--- config.mk ---
export PLATFORM = sky130hd
export DESIGN_NAME = bh_cmd_queue
export DESIGN_NICKNAME = d
export VERILOG_FILES = /design/src/rtl/bh_pkg.sv /design/src/rtl/bh_cmd_queue.sv
export SDC_FILE = /design/constraint.sdc
export NUM_CORES = 1
export LEC_CHECK = 0
export ABC_AREA = 1
export ABC_CLOCK_PERIOD_IN_PS = 2400
export BUFFER_PORTS_ARGS = -buffer_cell sky130_fd_sc_hd__buf_4
export CORE_MARGIN = 5
export CORE_UTILIZATION = 54
export CTS_BUF_LIST = sky130_fd_sc_hd__clkbuf_8
export DETAILED_ROUTE_END_ITERATION = 10
export HOLD_SLACK_MARGIN = 0.12
export PLACE_DENSITY_LB_ADDON = 0.1
export SYNTH_ARGS = -nofsm -noshare
export SYNTH_HDL_FRONTEND = slang
export SYNTH_SLANG_ARGS = --single-unit
--- constraint.sdc ---
create_clock -name clock -period 2.4 [get_ports clock]
set_clock_uncertainty 0.2 [all_clocks]
set_input_delay 0.48 -clock clock [delete_from_list [all_inputs] [get_ports clock]]
set_output_delay 0.48 -clock clock [all_outputs]
set_load 0.02 [all_outputs]
--- src/rtl/bh_pkg.sv ---
// Shared types and constants for the byte histogram core.
package bh_pkg;

   localparam int BYTE_BITS      = 8;
   localparam int BIN_FIELD_BITS = 7;
   localparam int FIELD_BITS     = 32;
   localparam int CMD_BIN_BITS   = 8;

   localparam logic REQ_KIND_COUNT = 1'b0;
   localparam logic REQ_KIND_READ  = 1'b1;

   typedef struct packed {
      logic                      req_type;
      logic [BYTE_BITS-1:0]      data_byte;
      logic [BIN_FIELD_BITS-1:0] bin_select;
      logic                      last_in_buffer;
   } bh_req_pkt_type;

   typedef struct packed {
      logic                      is_done;
      logic [BIN_FIELD_BITS-1:0] bin_index;
      logic [FIELD_BITS-1:0]     bin_count;
      logic [FIELD_BITS-1:0]     bytes_total;
      logic [FIELD_BITS-1:0]     dropped_total;
   } bh_rsp_pkt_type;

   typedef enum logic [1:0] {
      OP_COUNT_BIN,
      OP_COUNT_DROP,
      OP_READ_BIN,
      OP_READ_NONE
   } bh_op_type;

   typedef struct packed {
      bh_op_type                 op;
      logic [CMD_BIN_BITS-1:0]   bin;
      logic [BIN_FIELD_BITS-1:0] index;
      logic                      last;
   } bh_cmd_type;

   typedef struct packed {
      logic       valid;
      bh_cmd_type cmd;
   } bh_cmd_slot_type;

   typedef enum logic {
      ST_IDLE,
      ST_EXEC
   } bh_state_type;

endpackage

--- src/rtl/bh_cmd_queue.sv ---
// Two-entry command queue between intake and execution.
module bh_cmd_queue
   import bh_pkg::*;
(
   input  logic            clock,
   input  logic            reset,
   input  bh_cmd_slot_type push,
   output logic            full,
   output bh_cmd_slot_type head,
   input  logic            pop
);

   bh_cmd_type  entry_ff [2];
   logic        wr_ptr_ff, wr_ptr_in;
   logic        rd_ptr_ff, rd_ptr_in;
   logic [1:0]  count_ff, count_in;
   logic        do_push;
   logic        do_pop;

   assign full       = (count_ff == 2'd2);
   assign head.valid = (count_ff != 2'd0);
   assign head.cmd   = entry_ff[rd_ptr_ff];
   assign do_push    = push.valid && !full;
   assign do_pop     = pop && head.valid;

   always_comb begin
      wr_ptr_in = do_push ? !wr_ptr_ff : wr_ptr_ff;
      rd_ptr_in = do_pop ? !rd_ptr_ff : rd_ptr_ff;
      count_in  = count_ff + {1'b0, do_push} - {1'b0, do_pop};
   end

   always_ff @(posedge clock) begin
      if (reset) begin
         wr_ptr_ff <= 1'b0;
         rd_ptr_ff <= 1'b0;
         count_ff  <= 2'd0;
      end else begin
         wr_ptr_ff <= wr_ptr_in;
         rd_ptr_ff <= rd_ptr_in;
         count_ff  <= count_in;
      end
   end

   always_ff @(posedge clock) begin
      if (do_push) begin
         entry_ff[wr_ptr_ff] <= push.cmd;
      end
   end

endmodule

---- Word-level counts from Yosys, hierarchy flattened ----
Memories as Yosys holds them, arrays and structs flattened. A register that Yosys moved wholly into a read port is not among the register bits.
Cells that the tools add are included.
W data, S select, Z words.
storage, ports and cells
  register bits ........................... 4
  latch bits .............................. 0
  bits in writable memories ............... 36
  memory bits (read-only) ................. 0
  output and inout bits ................... 20
  memories ................................ 1
memories
  name      words  bits a word  rd ports  clocked after Yosys merged registers in  wr ports  line                RTL
  entry_ff  2      18           1         1                                        1         bh_cmd_queue.sv:13  bh_cmd_type entry_ff [2];
operators by class
  add/sub/neg operators ................... 2
  $mul .................................... 0
  divide/modulo/power cells ............... 0
  $lt $le $gt $ge ......................... 0
  eq/ne operators ......................... 1
  shift-type cells ........................ 0
  multiplexer cells ....................... 4
  bitwise logic cells ..................... 0
  reductions and logical operators ........ 6
operator list
  cell                  count
  $mux W1               4
  $logic_not A1 Y1      3
  $add A2 B1 Y2         1
  $eq A2 B2 Y1 const B  1
  $logic_and A1 B1 Y1   2
  $reduce_bool A2 Y1    1
  $sub A2 B1 Y2         1

---- Logic depth before layout (Yosys ltp) ----
  depth after elaboration ................. 5
  gate-level depth with buffers ........... 11

---- Worst setup path before layout ----
No wires, ideal clock.
  kind .................................... register to register
  start point ............................. register count_ff[0]
  end point ............................... memory entry_ff[0][0] (netlist bit) (enable)
  library setup time ...................... 0.392 ns
  arrival ................................. 1.335 ns
  slack ................................... 0.472 ns
  stages on the path, launching flop included .. 5
  period minus slack after synthesis ...... 1.928 ns
  cells stage by stage .................... dfxtp_1 inv_1 nand2_1 nand2_1 nor2_1
between the ends
  word-level cells in the longest chain between the ends .. 5
RTL lines
  element                        line                RTL
  start: declaration             bh_cmd_queue.sv:16  logic [1:0] count_ff, count_in;
  start signal: assignment       bh_cmd_queue.sv:40  count_ff <= count_in;
  $eq A2 B2 Y1                   bh_cmd_queue.sv:20  assign full = (count_ff == 2'd2);
  $logic_not A1 Y1               bh_cmd_queue.sv:23  assign do_push = push.valid && !full;
  $logic_and A1 B1 Y1            bh_cmd_queue.sv:23
  $mux W1                        bh_cmd_queue.sv:45  if (do_push) begin
  $mux W1 (not written as such)  bh_cmd_queue.sv:46  entry_ff[wr_ptr_ff] <= push.cmd;
  end: declaration               bh_cmd_queue.sv:13
Every way passes these cells.

==> impl_results.md <==
* Element type at the critical path end: output pin
* Area Growth Syn to Fin at 29.2%
* Post-layout worst setup margin at 0.179 ns
* RSZ-0062 raised after global routing: false
* CP required at 1.72 ns
* Post-CTS Setup Bufs at 0
* Root Driver: clkbuf_8
* Reg2reg end: count_ff[1]
* Reg2reg start: count_ff[0]
* Synth Area in Compound Gates at 0.00625
* Syn Std Cell Area at 1600 µm²
* # nets final at 168
* R2R depth at 10
* Total routed wirelength at 2.60 mm
* Synth cell types at 12
* FF+latch count, synth at 41
* Max_cap viols at 0
* First-pass GRT wire length at 4.46 mm
* CTS tree: done
* Pin count of the biggest net entering global routing at 14
* Pwr Density at 1070 nW/µm²
* Share of cells above drive strength 1 at 0.490
* Hold_sp: reset
* Crit Path Category: flop to output pin
* Final ANT Viol Nets at 0
* # resized after CTS at 0
* Cells after synthesis at 94
* Num rows at 19
* # hold bufs at CTS at 0
* DRT Pass-1 Iters at 3
* Pins over their slew limit at 0
* Syn nets at 118
* GR Util All Layers at 0.147
* Pleak at 0.871 nW
* Die Wd at 64.4 µm
* HP Class: input pin to flop
* Dpl cells at 168
* Clk sinks at 41
* Slew headroom at 0.758
* Dpl hpwl at 1.96 mm
* # IOs at 42
* Avg Cell Area, Syn at 17.0 µm²
* Post-DP Area at 1960 µm²
* Setup Viol. Count Final at 0
* Post-synthesis mux area share at 0.150
* # diodes at 0
* Critical path launch point type: flop
* Via count at 886
* Xor and xnor fraction of the mapped netlist area at 0
* Die area at 4150 µm²
* Worst Tran Pin Value at 0.362 ns
* Longest Clk Path Bufs at 2
* Final Hold Fails at 0
* Pre-CTS WS at 0.474 ns
* Simple-gate share of the synthesized area at 0.0493
* Worst Hold End: count_ff[0]
* Initial DRC Count at 31
* Core area at 2810 µm²
* Clock Pin Slew Worst Setup and Hold Paths at 0.07 ns
* Mean routed wirelength per cell at 14.8 µm
* Max H-tree Level at 2
* Cell area after layout at 2070 µm²
* Clock latency at the later pin of the worst-skew pair at 0.28 ns
* Remaining Overflow, GRT at 0
* Setup TNS at 0 ns
* Die Ht at 64.4 µm
* Fin crit share at 0.925
* Largest family of logic cells by synthesized area: multiplexers
* CP arrival at 1.54 ns
* Initial antenna violation count at 0
* TritonCTS buffer count at 5
* Register area share after synthesis at 0.738
* Worst reg2reg setup slack at 0.65 ns
* Peak fanout along the critical path at 12
* Ys Warns at 0
* Peak VDD IR at 1.03 mV
* Initial core utilization at 0.570
* RD Place Congestion at 0.644
* Non-filler cells, final at 176
* Synth Area in Adders at 0.0156
* Status: finished, final reports clean
* Post-DR vias/cell at 5.03
* Hold Path Cell Cnt at 2
* DRC Markers at 0
* Number of global-route vias before repair at 990
* Min cycle time layout at 2.22 ns
* Port bufs at 41
* Max Fclk at 450 MHz
cells in the final DEF, fill, tap and decap left out:
master and instances:
a21oi_1 2, buf_12 1, buf_4 44, bufinv_16 1, clkbuf_8 5, clkinv_2 1, dfxtp_1 5, edfxtp_1 36
ha_1 2, inv_1 10, mux2_2 8, mux2_4 10, nand2_1 8, nand3_1 3, nor2_1 8, nor2_2 1
routing by layer:
layer | share of wire | track usage
met1 | 0.36 | 0.139
met2 | 0.56 | 0.276
met3 | 0.062 | 0.0674
met4 | 0.012 | 0.0554
met5 | 0 | 0
worst max-delay path, stage by stage (launching register included):
cell     delay (ns)
dfxtp_1        0.54
buf_12         0.21
mux2_2         0.35
buf_4          0.16
area by class of cell:
class,count,area (µm²)
timing repair buffer,45,350
clock inverter,3,38.8
sequential,41,1180
tap,31,38.8
clock buffer,5,68.8
inverter,9,33.8
multi-input combinational,42,357
fill,186,737
report_power, final:
| part | leakage, nW | switching, W | internal (W) |
|---|---|---|---|
| sequential | 0.378 | 0.0000533 | 0.000907 |
| combinational | 0.434 | 0.000374 | 0.000353 |
| clock | 0.0593 | 0.000213 | 0.000304 |
kinds of logic (layout without fill, tap and decap cells):
logic type,count (synthesis),after routing
adder cells (fa/ha/maj),2,2
AND/OR/NAND/NOR,20,20
buffers and inverters,11,62
AO/OA/AOI/OAI,2,2
flip-flops,41,41
multiplexers,18,18
how the worst max path moves through the flow:
stage / start / to / slack (ns) / depth (start not counted)
3_5_place_dp: flop / head[4] / 0.47 / 3
2_1_floorplan: count_ff[0] / entry_ff[0][0] / 0.47 / 4
4_1_cts: flop / head[4] / 0.16 / 3
3_3_place_gp: flop / head[4] / 0.52 / 3
6_report: flop / head[4] / 0.18 / 3
5_1_grt: flop / head[4] / 0.11 / 3
cells in the mapped netlist:
cell	n	area, µm²
nor2_1	9	33.8
buf_12	1	20.0
inv_1	9	33.8
nand3_1	3	15.0
mux2_4	10	150
ha_1	2	25.0
buf_6	1	11.3
dfxtp_1	5	100
edfxtp_1	36	1080
mux2_2	8	90.1
nand2_1	8	30.0
a21oi_1	2	10.0
through the flow:
step	utilization	total power, W	hold slack [ns]
finish	0.737	0.00220	0.155
global route	0.737	0.00233	0.137
CTS	0.737	0.00223	0.145
detailed placement	0.699	0.00171	0.320
global placement	0.699	0.00169	0.297
floorplan	-	0.00145	0.267
registers in the layout, summed over array words and instances (netlist names), named ones only:
signal and flops:
count_ff 2, entry_ff 36, rd_ptr_ff 1, wr_ptr_ff 1
Power figures use the tool's default switching activity.
