File: src/rtl/bh_pkg.sv
// Shared types and constants for the byte histogram core.
package bh_pkg;

   localparam int BYTE_BITS      = 8;
   localparam int BIN_FIELD_BITS = 7;
   localparam int FIELD_BITS     = 32;
   localparam int CMD_BIN_BITS   = 8;

   localparam logic REQ_KIND_COUNT = 1'b0;
   localparam logic REQ_KIND_READ  = 1'b1;

   typedef struct packed {
      logic                      req_type;
      logic [BYTE_BITS-1:0]      data_byte;
      logic [BIN_FIELD_BITS-1:0] bin_select;
      logic                      last_in_buffer;
   } bh_req_pkt_type;

   typedef struct packed {
      logic                      is_done;
      logic [BIN_FIELD_BITS-1:0] bin_index;
      logic [FIELD_BITS-1:0]     bin_count;
      logic [FIELD_BITS-1:0]     bytes_total;
      logic [FIELD_BITS-1:0]     dropped_total;
   } bh_rsp_pkt_type;

   typedef enum logic [1:0] {
      OP_COUNT_BIN,
      OP_COUNT_DROP,
      OP_READ_BIN,
      OP_READ_NONE
   } bh_op_type;

   typedef struct packed {
      bh_op_type                 op;
      logic [CMD_BIN_BITS-1:0]   bin;
      logic [BIN_FIELD_BITS-1:0] index;
      logic                      last;
   } bh_cmd_type;

   typedef struct packed {
      logic       valid;
      bh_cmd_type cmd;
   } bh_cmd_slot_type;

   typedef enum logic {
      ST_IDLE,
      ST_EXEC
   } bh_state_type;

endpackage

File: src/rtl/bh_stream_if.sv
// Valid/ready stream channel carrying one request or response payload.
interface bh_stream_if #(parameter type payload_type = logic);
   logic        valid;
   logic        ready;
   payload_type payload;

   modport source (output valid, output payload, input ready);
   modport sink   (input valid, input payload, output ready);
endinterface

File: src/rtl/bh_ram.sv
// Generic single-write, single-read RAM with registered read data.
module bh_ram #(
   parameter int WIDTH = 32,
   parameter int DEPTH = 128
) (
   input  logic                     clock,
   input  logic                     wr_en,
   input  logic [$clog2(DEPTH)-1:0] wr_addr,
   input  logic [WIDTH-1:0]         wr_data,
   input  logic [$clog2(DEPTH)-1:0] rd_addr,
   output logic [WIDTH-1:0]         rd_data
);

   logic [WIDTH-1:0] mem_ff [DEPTH];
   logic [WIDTH-1:0] rd_data_ff;

   always_ff @(posedge clock) begin
      if (wr_en) begin
         mem_ff[wr_addr] <= wr_data;
      end
      rd_data_ff <= mem_ff[rd_addr];
   end

   assign rd_data = rd_data_ff;

endmodule

File: src/rtl/bh_back.sv
// Command execution: bin read-modify-write, tallies and response register.
module bh_back
   import bh_pkg::*;
#(
   parameter int NUM_BINS   = 128,
   parameter int COUNT_BITS = 32
) (
   input  logic            clock,
   input  logic            reset,
   input  bh_cmd_slot_type head,
   output logic            pop,
   bh_stream_if.source     rsp_chan
);

   localparam int BIN_BITS = $clog2(NUM_BINS);

   function automatic logic [FIELD_BITS-1:0] present(logic [COUNT_BITS-1:0] v);
      logic [63:0] wide;
      wide = 64'(v);
      return (wide > 64'h0000_0000_FFFF_FFFF) ? '1 : wide[FIELD_BITS-1:0];
   endfunction

   function automatic logic [COUNT_BITS-1:0] sat_inc(logic [COUNT_BITS-1:0] v);
      return (v == '1) ? v : v + COUNT_BITS'(1);
   endfunction

   bh_state_type            state_ff, state_in;
   bh_cmd_type              cmd_ff, cmd_in;
   logic                    vld_rd_ff, vld_rd_in;
   logic [NUM_BINS-1:0]     bin_vld_ff, bin_vld_in;
   logic [COUNT_BITS-1:0]   byte_tally_ff, byte_tally_in;
   logic [COUNT_BITS-1:0]   drop_tally_ff, drop_tally_in;
   logic                    rsp_valid_ff, rsp_valid_in;
   bh_rsp_pkt_type          rsp_ff, rsp_in;

   logic [BIN_BITS-1:0]     rd_addr;
   logic [COUNT_BITS-1:0]   rd_data;
   logic [COUNT_BITS-1:0]   cur_count;
   logic                    wr_en;
   logic [COUNT_BITS-1:0]   wr_data;
   logic                    is_count;
   logic                    need_rsp;
   logic                    rsp_free;
   logic                    go;

   bh_ram #(
      .WIDTH (COUNT_BITS),
      .DEPTH (NUM_BINS)
   ) u_bins (
      .clock   (clock),
      .wr_en   (wr_en),
      .wr_addr (cmd_ff.bin[BIN_BITS-1:0]),
      .wr_data (wr_data),
      .rd_addr (rd_addr),
      .rd_data (rd_data)
   );

   assign rsp_chan.valid   = rsp_valid_ff;
   assign rsp_chan.payload = rsp_ff;

   always_comb begin
      state_in      = state_ff;
      cmd_in        = cmd_ff;
      vld_rd_in     = vld_rd_ff;
      bin_vld_in    = bin_vld_ff;
      byte_tally_in = byte_tally_ff;
      drop_tally_in = drop_tally_ff;
      rsp_in        = rsp_ff;
      pop           = 1'b0;
      wr_en         = 1'b0;
      go            = 1'b0;

      rsp_free     = !rsp_valid_ff || rsp_chan.ready;
      rsp_valid_in = rsp_valid_ff && !rsp_chan.ready;

      cur_count = vld_rd_ff ? rd_data : '0;
      wr_data   = sat_inc(cur_count);
      is_count  = (cmd_ff.op == OP_COUNT_BIN) || (cmd_ff.op == OP_COUNT_DROP);
      need_rsp  = !is_count || cmd_ff.last;
      rd_addr   = cmd_ff.bin[BIN_BITS-1:0];

      unique case (state_ff)
         ST_IDLE: begin
            rd_addr = head.cmd.bin[BIN_BITS-1:0];
            if (head.valid) begin
               pop       = 1'b1;
               cmd_in    = head.cmd;
               vld_rd_in = bin_vld_ff[head.cmd.bin[BIN_BITS-1:0]];
               state_in  = ST_EXEC;
            end
         end
         ST_EXEC: begin
            go = !need_rsp || rsp_free;
            if (go) begin
               state_in = ST_IDLE;
               if (is_count) begin
                  byte_tally_in = sat_inc(byte_tally_ff);
               end
               if (cmd_ff.op == OP_COUNT_BIN) begin
                  wr_en = 1'b1;
                  bin_vld_in[cmd_ff.bin[BIN_BITS-1:0]] = 1'b1;
               end
               if (cmd_ff.op == OP_COUNT_DROP) begin
                  drop_tally_in = sat_inc(drop_tally_ff);
               end
               if (need_rsp) begin
                  rsp_valid_in         = 1'b1;
                  rsp_in.is_done       = is_count;
                  rsp_in.bin_index     = is_count ? '0 : cmd_ff.index;
                  rsp_in.bin_count     = (cmd_ff.op == OP_READ_BIN) ? present(cur_count) : '0;
                  rsp_in.bytes_total   = is_count ? present(byte_tally_in) : '0;
                  rsp_in.dropped_total = is_count ? present(drop_tally_in) : '0;
               end
            end
         end
         default: begin
            state_in = ST_IDLE;
         end
      endcase
   end

   always_ff @(posedge clock) begin
      if (reset) begin
         state_ff      <= ST_IDLE;
         bin_vld_ff    <= '0;
         byte_tally_ff <= '0;
         drop_tally_ff <= '0;
         rsp_valid_ff  <= 1'b0;
      end else begin
         state_ff      <= state_in;
         bin_vld_ff    <= bin_vld_in;
         byte_tally_ff <= byte_tally_in;
         drop_tally_ff <= drop_tally_in;
         rsp_valid_ff  <= rsp_valid_in;
      end
   end

   always_ff @(posedge clock) begin
      cmd_ff    <= cmd_in;
      vld_rd_ff <= vld_rd_in;
      rsp_ff    <= rsp_in;
   end

endmodule

File: src/flat_wrapper.sv
// flat-port wrapper written by rule: the top's interface ports become plain ports
module bh_back_flat import bh_pkg::*;
#(
   parameter int NUM_BINS   = 128,
   parameter int COUNT_BITS = 32
)
  (clock, reset, head, pop, rsp_chan_valid, rsp_chan_payload, rsp_chan_ready);
  bh_stream_if rsp_chan_i ();
  input  logic clock;
  input  logic reset;
  input  bh_cmd_slot_type head;
  output logic pop;
  output wire logic [$bits(rsp_chan_i.valid)-1:0] rsp_chan_valid;
  output wire logic [$bits(rsp_chan_i.payload)-1:0] rsp_chan_payload;
  input wire logic [$bits(rsp_chan_i.ready)-1:0] rsp_chan_ready;
  assign rsp_chan_valid = rsp_chan_i.valid;
  assign rsp_chan_payload = rsp_chan_i.payload;
  assign rsp_chan_i.ready = rsp_chan_ready;
  bh_back #(.NUM_BINS(NUM_BINS), .COUNT_BITS(COUNT_BITS)) u_core (.clock(clock), .reset(reset), .head(head), .pop(pop), .rsp_chan(rsp_chan_i));
endmodule
File: config.mk
export PLATFORM = sky130hd
export DESIGN_NAME = bh_back_flat
export DESIGN_NICKNAME = d
export VERILOG_FILES = /design/src/rtl/bh_pkg.sv /design/src/rtl/bh_stream_if.sv /design/src/rtl/bh_ram.sv /design/src/rtl/bh_back.sv /design/src/flat_wrapper.sv
export SDC_FILE = /design/constraint.sdc
export NUM_CORES = 1
export LEC_CHECK = 0
export ABC_AREA = 1
export ABC_CLOCK_PERIOD_IN_PS = 2200
export BUFFER_PORTS_ARGS = -buffer_cell sky130_fd_sc_hd__buf_2
export CAP_MARGIN = 40
export CORE_MARGIN = 4
export CORE_UTILIZATION = 35
export CTS_CLUSTER_SIZE = 14
export DETAILED_ROUTE_END_ITERATION = 7
export PLACE_DENSITY = 0.62
export SYNTH_ARGS = -nofsm -noshare
export SYNTH_HDL_FRONTEND = slang
export SYNTH_SLANG_ARGS = --single-unit
File: constraint.sdc
create_clock -name clock -period 2.2 [get_ports clock]
set_clock_uncertainty 0.05 [all_clocks]
set_input_delay 0.22 -clock clock [delete_from_list [all_inputs] [get_ports clock]]
set_output_delay 0.22 -clock clock [all_outputs]
set_load 0.02 [all_outputs]
==> After elaboration in Yosys (flattened, before gate mapping) <==
Index checks and enable logic that the tools add are counted.
{ "op_classes": {"reduce_logical": 13, "muxes": 9, "bitwise_logic": 1, "n_addsub": 1, "n_eq_ne": 2} }
{ "op_table": {"columns": ["op", "count"], "rows": [
  ["32-bit 2-to-1 mux", 2],
  ["32-bit by 1-bit adder with 32-bit output (second input constant)", 1],
  ["32-bit == test (second input constant)", 1],
  ["1-bit 2-to-1 mux", 6],
  ["1-bit zero test", 4],
  ["1-bit logical OR", 4],
  ["2-bit AND reduction", 2],
  ["3-bit AND reduction", 1],
  ["2-bit by 1-bit == test with 1-bit output (second input constant)", 1],
  ["2-bit zero test", 1],
  ["1-bit case mux with 2 select lines", 1],
  ["1-bit logical AND", 1],
  ["1-bit inverter", 1]
]} }
{ "totals": {"word_cells": 32, "regBits": 38, "output_inout_bits": 3, "in_bits": 22} }

==> Longest topological paths before layout <==
{ "depth": {"word_depth": 8, "mapped_depth": 11, "ltp_nobuf": 11} }

==> Worst setup path before layout <==
Ideal clock, no wire load.
{ "synth_path": {"path_kind": "register -> register", "startpoint": "reg u_core.drop_tally_ff[0]", "endpoint": "reg u_core.drop_tally_ff[2]", "stages_incl_launch_ff": 12, "arrival_ps": 1618, "setup_ps": 71, "path_buffers": 2, "t_required_ps": 2079, "setup_slack_ps": 461, "period_less_slack_ps": 1739, "cell_sequence": "dfxtp_1 > ha_1 > clkinv_1 > nor2_4 > nand2_4 > nor2_8 > nand2_4 > nand2_4 > buf_8 > buf_8 > nand2_1 > a21oi_2"} }
{ "synth_via": {"elab_chain_len": 3, "elab_cells_between_ends": 4, "cone_classes": "add/sub: 1; eq/ne: 1; mux: 2"} }
{ "synth_rtl": {"columns": ["item", "line_no", "text"], "rows": [
  ["start: declaration", "bh_back.sv:32", "logic [COUNT_BITS-1:0] drop_tally_ff, drop_tally_in;"],
  ["start signal: assignment", "bh_back.sv:133", "drop_tally_ff <= drop_tally_in;"],
  ["32-bit by 1-bit adder with 32-bit output / 32-bit == test (equally long branches)", "bh_back.sv:24", "return (v == '1) ? v : v + COUNT_BITS'(1);"],
  ["32-bit 2-to-1 mux *", "bh_back.sv:24", null],
  ["32-bit 2-to-1 mux *", "bh_back.sv:103", "if (cmd_ff.op == OP_COUNT_DROP) begin"]
]} }
Every way passes the cells marked *; elsewhere a longest branch is shown, timed or not.
A chain may end at the register's enable or synchronous reset.

==> Final worst setup path <==
{ "layout_path": {"startpoint": "reg u_core.drop_tally_ff[0]", "endpoint": "reg u_core.drop_tally_ff[28]"} }
Same word-level chain as after synthesis.

==> results.tsv <==
metric	value	unit
maximum clock frequency	0.503	GHz
CTS buffer count	5	
unrepaired setup endpoints after global routing	no	
post-synthesis instance total	370	
net count after synthesis	393	
share of the cycle needed by the critical path after routing	90.4	%
grt total ovfl	0	
number of port buffers	9	
Pins Over Slew Limit	0	
largest buffer count on any clock path	2	
critical path data required time	2.38	ns
Die ar.	8070	µm²
post-detailed-placement cell area	2470	µm²
Power per Cell Area	532	nW/µm²
type of the worst setup path	flip-flop to flip-flop	
post-synthesis cell area	2340	µm²
maximum fanout along the worst path	19	
clock-pin slew on the worst setup and hold paths	0.07	ns
Internal Dissipation	1.07	mW
final WL	5200	µm
1st-pass router iterations	4	
sequential fraction of the synthesis area	34.2	%
Core Area	6420	µm²
run status	completed	
Power, Total	1.37	mW
setup_tns	0	ns
net count reported at finish	405	
IO Count	25	
vias in the first global route	2138	
count of final setup violators	0	
pin count of the biggest net entering global routing	24	
Final Cell Area	2580	µm²
clk sinks	38	
switching share of power	22.0	%
nature of the critical path endpoint	flip-flop	
# H-tree levels	2	
detailed placer's ending HPWL	3910	µm
final number of hold-violating endpoints	0	
Net Switching	0.302	mW
reg2reg setup slack	0.21	ns
data arrival time of the critical path	2.17	ns
vertical die dimension	89.9	µm
average vias per placed instance	4.67	
clock root buffer	clkbuf_8	
power share of the sequential group	52.1	%
post-synthesis average cell area	6.34	µm²
number of warning messages in the yosys log	0	
path type of the worst min-delay path	input port to flip-flop	
Relative slew margins	76.8	%
TritonCTS clock tree	built	
initial antenna violation count	0	
Max rail drop VDD	0.370	mV
Max-Cap Viols	0	
Final Critical Period	1.99	ns
cts hold-fix bufs	0	
Yosys cell types	27	
Yosys reg bits	38	
total via count after detailed routing	2149	
floorplan die width	89.9	µm
leakage power figure	0.925	nW
global-route usage over all layers	14.2	%
startpoint types	flip-flop	
area delta synth->final	9.98	%
wire length of the first global-routing pass	9570	µm
Clk pwr share	43.0	%
slew of the pin with the lowest slew margin	0.348	ns
number of filler cells placed in the layout	682	
DRC Markers	0	
wire length per cell after detailed routing	11.3	µm
initial cell density of the core	36.5	%
post-route antenna net violation count	0	
proportion of power drawn by combinational gates	4.9	%
worst-skew pair later-pin latency	0.29	ns
GPL Wtd Cong	0.913	
fraction of layout instances using a drive strength above 1	10.7	%
drt first-iter violations	153	
number of antenna cells inserted	0	
number of rows created at floorplan	29	
state kept, by name, summed over array words and instances, names as in the netlist:
register                 flops
u_core.cmd_ff                3
u_core.drop_tally_ff        32
u_core.rsp_chan.payload      1
u_core.rsp_chan.valid        1
u_core.state_ff              1
metrics by stage:
step	setup slack (ns)	utilization (%)	instances	hold slack (ns)
2_1_floorplan	0.461	-	370	0.239
3_3_place_gp	0.150	38.5	452	0.347
3_5_place_dp	0.132	38.5	452	0.349
4_1_cts	0.124	40.1	460	0.0449
5_1_grt	0.00446	40.2	460	0.0394
6_report	0.210	40.2	460	0.0494
final timing paths:
check                          startpoint                       end  depth (start not counted)
setup / recovery  u_core.drop_tally_ff[0]  u_core.drop_tally_ff[28]                         10
hold / removal                   head[17]         u_core.cmd_ff[17]                          1
setup reg to reg  u_core.drop_tally_ff[0]  u_core.drop_tally_ff[28]                         10
hold reg to reg           u_core.state_ff           u_core.state_ff                          1
final cells by class:
cell class / count / area (µm²) / share of cell area, %
Sequential cell: 38 / 801 / 31.1
Timing Repair Buffer: 13 / 87.6 / 3.40
Tap cell: 77 / 96.3 / 3.74
Inverter: 34 / 130 / 5.05
Clock buffer: 7 / 76.3 / 2.96
Clock inverter: 1 / 30.0 / 1.16
Multi-Input combinational cell: 290 / 1360 / 52.6
cell usage after synthesis, drive strengths merged:
library cell,n,area share (%)
nand2,143,24
ha,1,0.53
xor2,7,2.6
xnor2,7,2.6
nand3,13,2.8
buf,6,2.2
or2,1,0.27
nor3,4,0.85
nor2,78,15
o21ai,6,1.3
edfxtp,4,5.1
nand4,6,1.6
inv,33,5.3
a21oi,24,6.7
clkinv,1,0.16
dfxtp,34,29
clkbuf,2,0.32
cells by family (layout without fill, tap and decap cells):
kind of cell,Yosys count,after routing,synth area share (%)
AND/OR/NAND/NOR,245,245,44.1
buffers and inverters,42,55,7.95
adder cells (fa/ha/maj),1,1,0.534
flip-flops,38,38,34.2
AO/OA/AOI/OAI,30,30,8.00
XOR/XNOR,14,14,5.23
metal layers:
metal	track usage [%]	routed length, µm	vias up
met5	0	0	-
met1	17.7	2420	937
met2	24.9	2450	45
li1	-	-	1162
met3	2.25	252	5
met4	4.59	78	0
cells in the final DEF (no fill, tap or decap), drive strengths merged:
master and n:
dfxtp 34, clkbuf 7, a21oi 24, xor2 7
nand3 13, or2 1, xnor2 7, clkinv 1
bufinv 1, ha 1, edfxtp 4, buf 13
inv 33, nand2 143, nor3 4, nor2 78
o21ai 6, nand4 6
what timing repair did:
| action | in CTS | in global routing |
|---|---|---|
| gates resized for setup | 0 | 2 |
| setup buffers | 0 | 0 |
| setup endpoints to repair | 0 | 23 |
worst max-delay path, stage by stage, from the launching register on:
cell and delay [ns]:
dfxtp_1 0.42, ha_1 0.25, clkinv_1 0.12, nor2_4 0.16, nand2_4 0.10, nor2_8 0.13
nand2_4 0.11, nand2_4 0.19, buf_12 0.18, nand2_1 0.07, a21oi_2 0.13
power groups by stage:
stage          registers [mW]  logic, mW  clock network, mW
2_1_floorplan           0.732     0.0462                  0
3_3_place_gp            0.730     0.0682                  0
3_5_place_dp            0.730     0.0690                  0
4_1_cts                 0.713     0.0692              0.607
5_1_grt                 0.715     0.0770              0.633
6_report                0.714     0.0678              0.590
No activity file was read; power rests on OpenSTA's default activity.
